`src/mgd_pkg.sv`:
```
`default_nettype none

package mgd_pkg;

  localparam int unsigned MAX_WIDTH  = 128;
  localparam int unsigned MAX_HEIGHT = 128;
  localparam int unsigned VALUE_BITS = 16;
  localparam int unsigned MIN_DIM    = 4;

  // Column and row positions, and the width of the size registers.
  localparam int unsigned POS_W = $clog2(MAX_WIDTH);
  localparam int unsigned DIM_W = 8;
  localparam int unsigned CFG_IDX_W = 3;
  localparam int unsigned CFG_DATA_W = 8;

  // Sum of eight neighbors needs three extra bits.
  localparam int unsigned SUM_W = VALUE_BITS + 3;

  localparam logic [VALUE_BITS-1:0] SRC_A_VAL = VALUE_BITS'(3) << (VALUE_BITS - 2);
  localparam logic [VALUE_BITS-1:0] SRC_B_VAL = VALUE_BITS'(1) << (VALUE_BITS - 2);

  typedef logic [VALUE_BITS-1:0] value_t;
  typedef logic [POS_W-1:0]      pos_t;
  typedef logic [DIM_W-1:0]      dim_t;

  typedef struct packed {
    logic   walkable;
    value_t b;
    value_t a;
  } cell_t;

  // One line buffer word holds a column of the two rows above.
  typedef struct packed {
    cell_t up2;
    cell_t up1;
  } line_pair_t;

  typedef enum logic [CFG_IDX_W-1:0] {
    REG_GRID_WIDTH  = 3'd0,
    REG_GRID_HEIGHT = 3'd1,
    REG_SRC_A_X     = 3'd2,
    REG_SRC_A_Y     = 3'd3,
    REG_SRC_B_X     = 3'd4,
    REG_SRC_B_Y     = 3'd5
  } cfg_idx_e;

endpackage

`default_nettype wire

```
`src/mgd_window.sv`:
```
`default_nettype none

module mgd_window (
  input  wire logic            clk_i,
  input  wire logic            rst_ni,
  input  wire logic            shift_i,
  input  wire mgd_pkg::cell_t  cur_i,
  input  wire mgd_pkg::cell_t  up1_i,
  input  wire mgd_pkg::cell_t  up2_i,
  output mgd_pkg::value_t      new_a_o,
  output mgd_pkg::value_t      new_b_o
);

  // win_q[k][0] is column c-2 and win_q[k][1] column c-1; row k=0 is r-2.
  mgd_pkg::cell_t win_q [3][2];
  mgd_pkg::cell_t col_in [3];
  logic [mgd_pkg::SUM_W-1:0] sum_a;
  logic [mgd_pkg::SUM_W-1:0] sum_b;

  assign col_in[0] = up2_i;
  assign col_in[1] = up1_i;
  assign col_in[2] = cur_i;

  always_ff @(posedge clk_i or negedge rst_ni) begin
    if (!rst_ni) begin
      for (int k = 0; k < 3; k++) begin
        win_q[k][0] <= '0;
        win_q[k][1] <= '0;
      end
    end else if (shift_i) begin
      for (int k = 0; k < 3; k++) begin
        win_q[k][0] <= win_q[k][1];
        win_q[k][1] <= col_in[k];
      end
    end
  end

  // The center cell (row r-1, column c-1) is left out of both sums.
  always_comb begin
    sum_a = '0;
    sum_b = '0;
    for (int k = 0; k < 3; k++) begin
      sum_a = sum_a + mgd_pkg::SUM_W'(win_q[k][0].a) + mgd_pkg::SUM_W'(col_in[k].a);
      sum_b = sum_b + mgd_pkg::SUM_W'(win_q[k][0].b) + mgd_pkg::SUM_W'(col_in[k].b);
    end
    sum_a = sum_a + mgd_pkg::SUM_W'(win_q[0][1].a) + mgd_pkg::SUM_W'(win_q[2][1].a);
    sum_b = sum_b + mgd_pkg::SUM_W'(win_q[0][1].b) + mgd_pkg::SUM_W'(win_q[2][1].b);
  end

  assign new_a_o = win_q[1][1].walkable ? sum_a[mgd_pkg::SUM_W-1:3] : '0;
  assign new_b_o = win_q[1][1].walkable ? sum_b[mgd_pkg::SUM_W-1:3] : '0;

endmodule

`default_nettype wire

```
`config.mk`:
```
export PLATFORM = sky130hd
export DESIGN_NAME = mgd_window
export DESIGN_NICKNAME = d
export VERILOG_FILES = /design/src/mgd_pkg.sv /design/src/mgd_window.sv
export SDC_FILE = /design/constraint.sdc
export NUM_CORES = 1
export LEC_CHECK = 0
export ABC_AREA = 0
export BUFFER_PORTS_ARGS = -buffer_cell sky130_fd_sc_hd__buf_2
export CAP_MARGIN = 20
export CORE_ASPECT_RATIO = 0.9
export CORE_MARGIN = 4
export CORE_UTILIZATION = 35
export CTS_BUF_LIST = sky130_fd_sc_hd__clkbuf_4 sky130_fd_sc_hd__clkbuf_8 sky130_fd_sc_hd__clkbuf_16
export CTS_CLUSTER_SIZE = 14
export DETAILED_ROUTE_END_ITERATION = 8
export SLEW_MARGIN = 20
export SYNTH_ARGS = -nofsm -noshare
export SYNTH_HDL_FRONTEND = slang
export SYNTH_SLANG_ARGS = --single-unit
```
`constraint.sdc`:
```
create_clock -name clk_i -period 4.47 [get_ports clk_i]
set_input_delay 0.447 -clock clk_i [delete_from_list [all_inputs] [get_ports clk_i]]
set_output_delay 0.447 -clock clk_i [all_outputs]
set_load 0.01 [all_outputs]
```
### Yosys cells after proc, flatten, opt, wreduce, memory -nomap -nowiden

Index checks and enable logic that the tools add are counted.

* muxes and demuxes: 2
* $add $sub $neg: 14

Operators by type and width (number)
* 19-bit by 16-bit adder with 19-bit output: 8
* 18-bit by 16-bit adder with 19-bit output: 2
* 17-bit by 16-bit adder with 18-bit output: 2
* 16-bit by 16-bit adder with 17-bit output: 2
* 16-bit two-way mux: 2

* output and inout port bits: 32
* logic and storage cells: 29
* input bits: 102
* register bits after elaboration: 193

### Depth between registers and ports, before layout

* depth after elaboration: 8
* mapped depth: 16
* mapped depth without buffers: 16

### Worst setup path before layout

No wires, ideal clock.

* kind: input -> output
* start point: input cur_i[18] (netlist name)
* end point: output new_b_o[13]
* buffers on the path: 0
* slack: -0.259 ns
* stages: 14
* arrival: 4.282 ns
* cell sequence: inv_1 > fa_1 > inv_1 > fa_1 > fa_1 > inv_1 > fa_1 > nor2_1 > fa_1 > a21o_2 > a221oi_2 > nor4bb_1 > a211oi_1 > mux2i_1

* word-level cells in the longest chain between the ends: 4

RTL lines
* start: declaration: RTL line mgd_window.sv:7 `input wire mgd_pkg::cell_t cur_i,`
* 19-bit by 16-bit adder with 19-bit output: RTL line mgd_window.sv:44 `sum_b = sum_b + mgd_pkg::SUM_W'(win_q[k][0].b) + mgd_pkg::SUM_W'(col_in[k].b);`
* 19-bit by 16-bit adder with 19-bit output (2 in a row): RTL line mgd_window.sv:47 `sum_b = sum_b + mgd_pkg::SUM_W'(win_q[0][1].b) + mgd_pkg::SUM_W'(win_q[2][1].b);`
* 16-bit two-way mux: RTL line mgd_window.sv:51 `assign new_b_o = win_q[1][1].walkable ? sum_b[mgd_pkg::SUM_W-1:3] : '0;`
* end: declaration: RTL line mgd_window.sv:11 `output mgd_pkg::value_t new_b_o`

Every way passes these cells.

### Worst setup path after layout

* start point: register win_q[20] (netlist name)
* end point: output new_b_o[14]

* word-level cells in the longest chain between the ends: 2

RTL lines
* start: declaration: RTL line mgd_window.sv:15 `mgd_pkg::cell_t win_q [3][2];`
* start signal: indexed assignment: RTL line mgd_window.sv:32 `win_q[k][0] <= win_q[k][1];`
* start signal: indexed assignment: RTL line mgd_window.sv:33 `win_q[k][1] <= col_in[k];`
* 19-bit by 16-bit adder with 19-bit output: RTL line mgd_window.sv:47
* 16-bit two-way mux: RTL line mgd_window.sv:51

Every way passes these cells.

==> flow_summary.toml <==
[logic_synthesis]
yosys_warnings = 0
synthTopCellsByArea = "dfrtp_1 (35%), fa_1 (27%), inv_1 (11%), mux2_2 (6.0%), o21ai_0 (5.0%)"
synthTopCellsByCount = "inv_1 (394), dfrtp_1 (193), fa_1 (188)"
ys.flop_type = "dfrtp_1"
avgSynthCellArea_um2 = 10.1
syn_nets = 1715
syn-cell-area_um2 = 14000
synthCells = 1389
synth_top_cell_by_area = "dfrtp_1"
ys_types = 52
synth-edff-count = 0
synth_most_common_cell = "inv_1"
synth-seq-cells = 193
ys_seq_area_share_pct = 34.6
async_flop_share_pct = 100
yosys.area.top_type_share_pct = 34.6

[routing]
top_layer = "met5"
wl_met2_um = 14100
final_antenna_net_count = 0
firstDrtPassIters = 5
routed-wl-met3_um = 1240
viasPerCell = 4.39
routed_wl_um = 29500
remaining_drc_errors = 0
met1_length_um = 13700
drtIter0Drc = 410
wl_per_cell_um = 13.5
num_vias = 9616

[cells_and_area]
largest_register = "win_q"
drive_gt1_share_pct = 28.4
largest_register_ff_count = 193
layout.nets = 1968
postLayoutCellArea_um2 = 17400
top_regs = "win_q: 193 flops"
area_growth_pct = 24.7

[worst_setup_path]
end_kind = "output port"
worstSetupStartpointType = "register"
cp_data_arrival_time_ps = 4790
critPathMaxFanout = 3
reg2reg_slack_ps = 3580
r2r-end = "win_q[98]"
r2r_start = "win_q[98]"
cp-startpoint = "win_q[20]"
cp_common_cell = "fa_1"
critPathMaxStageDelay_ps = 530
critPathSlowestCell = "fa_1"
crit_required_ps = 4020
critPathKind = "register to output port"
crit_end = "new_b_o[14]"
path_cells = "inv_2, fa_1, inv_1, fa_1, fa_1, inv_1, fa_1, inv_2, ha_4, nand2_4, o31a_1, o221a_4, and3b_1, or4_4, buf_6"
r2r_cells = 1

[clocking]
cts_tree = "done"
h-tree-depth = 4
root_buffer = "clkbuf_16"
clkTransAtPathRegs_ps = 80
clock_sinks = 193
numCtsBuffers = 17
cts_buffer_depth = 2
clock_latency_ps = 460

[place]
io_buffers = 131
gpl.final_weighted_congestion = 0.835
dp_hpwl_um = 22700
placedInstanceArea_um2 = 16300

[die]
core_um2 = 39500
start_util_pct = 35.4
ios = 134
die_x_um = 219
rows = 69
die_h_um = 198
dieArea_um2 = 43200

[grt]
antenna_found_initial = 4
grt.overflow.total = 0
grt_pass1_vias = 10400
grt_pass1_wl_um = 50800
grt_start_max_net_pins = 152
grt_usage_pct = 14.6

[sta]
tightest_slew_ps = 650
relSlewSlack_pct = 56.7
min_period_over_period_pct = 117
final-max-slew-violation-count = 0
timing.fmax_ghz = 0.191
fin_ws_ps = -768
final.setup_skew_ps = 10.5
period_needed_ps = 5240
hold_violations = 0
rsz0062_at_grt = "yes"
finalSetupViolCount = 29

[run_status]
status = "complete, but fails checks"
violations = "setup timing"

[run]
cap_viol_max_count = 0

[worst_hold_path]
hold_path_class = "input port to register"
-- what timing repair did --
item,CTS,global route
pin swaps,46,32
setup buffers,10,8
hold endpoints to repair,30,0
hold buffers,1,0
resized for setup,70,44
endpoints found under the setup margin,29,32
-- cell usage in the layout (no fill, tap or decap), drive strengths merged, types with 7 or more instances in the layout --
master and count:
inv 401, buf 273, dfrtp 193, fa 188
nand2 146, o21ai 140, mux2 74, ha 36
a21oi 25, and2 21, clkbuf 18, nor2 14
a21o 10, xnor2 10, nand3 9, nand2b 8
and3 8, nand4 7
-- critical path, delay by kind of cell, from the launching register on --
family	cells	cell delay [ps]
AO/OA/AOI/OAI	2	600
buffers and inverters	5	340
adder cells (fa/ha/maj)	5	2270
flip-flops	1	370
AND/OR/NAND/NOR	3	720
-- per-stage QoR --
stage	instances	utilization [%]	TNS, ps	hold slack [ps]	worst slack, ps
finish	2188	44.1	-16620	205	-768
global route	2187	44.1	-22120	197	-958
CTS	2179	43.5	-17420	171	-775
floorplan	1389	-	-143	151	-61.7
global placement	2137	41.2	-7660	456	-476
detailed placement	2137	41.2	-8510	464	-527
-- layout make-up --
cell class / count / area [um2]
Fill cell: 3784 / 22000
Clock buffer: 17 / 425
Sequential cell: 193 / 4830
Inverter: 394 / 1480
Multi-Input combinational cell: 761 / 7990
Timing Repair Buffer: 275 / 1900
Tap cell: 532 / 666
Clock inverter: 15 / 125
Antenna cell: 1 / 2.50
-- how the worst min path moves through the flow --
stage,depth (start not counted),to,slack (ps),startpoint
3_3_place_gp,2,win_q[180],460,win_q[147]
5_1_grt,2,win_q[98],200,up1_i[32]
2_1_floorplan,0,win_q[0],150,rst_ni
4_1_cts,3,win_q[29],170,cur_i[29]
3_5_place_dp,2,win_q[185],460,win_q[152]
6_report,3,win_q[29],200,cur_i[29]
-- logic make-up after synthesis --
kind of cell	count (synthesis)	synth area share (%)
multiplexers	80	6.39
AND/OR/NAND/NOR	231	7.57
flip-flops	193	34.6
buffers and inverters	435	11.7
XOR/XNOR	15	0.940
adder cells (fa/ha/maj)	224	30.2
AO/OA/AOI/OAI	211	8.68
-- metal layers --
metal | vias to the layer above | GRT usage [%]
met5 | - | 0
met2 | 125 | 23.9
li1 | 4701 | -
met3 | 31 | 3.72
met4 | 6 | 3.58
met1 | 4753 | 19.7
Power is not shown: default switching activity piles up to over one toggle a cycle in this logic, so the estimate is an artifact.
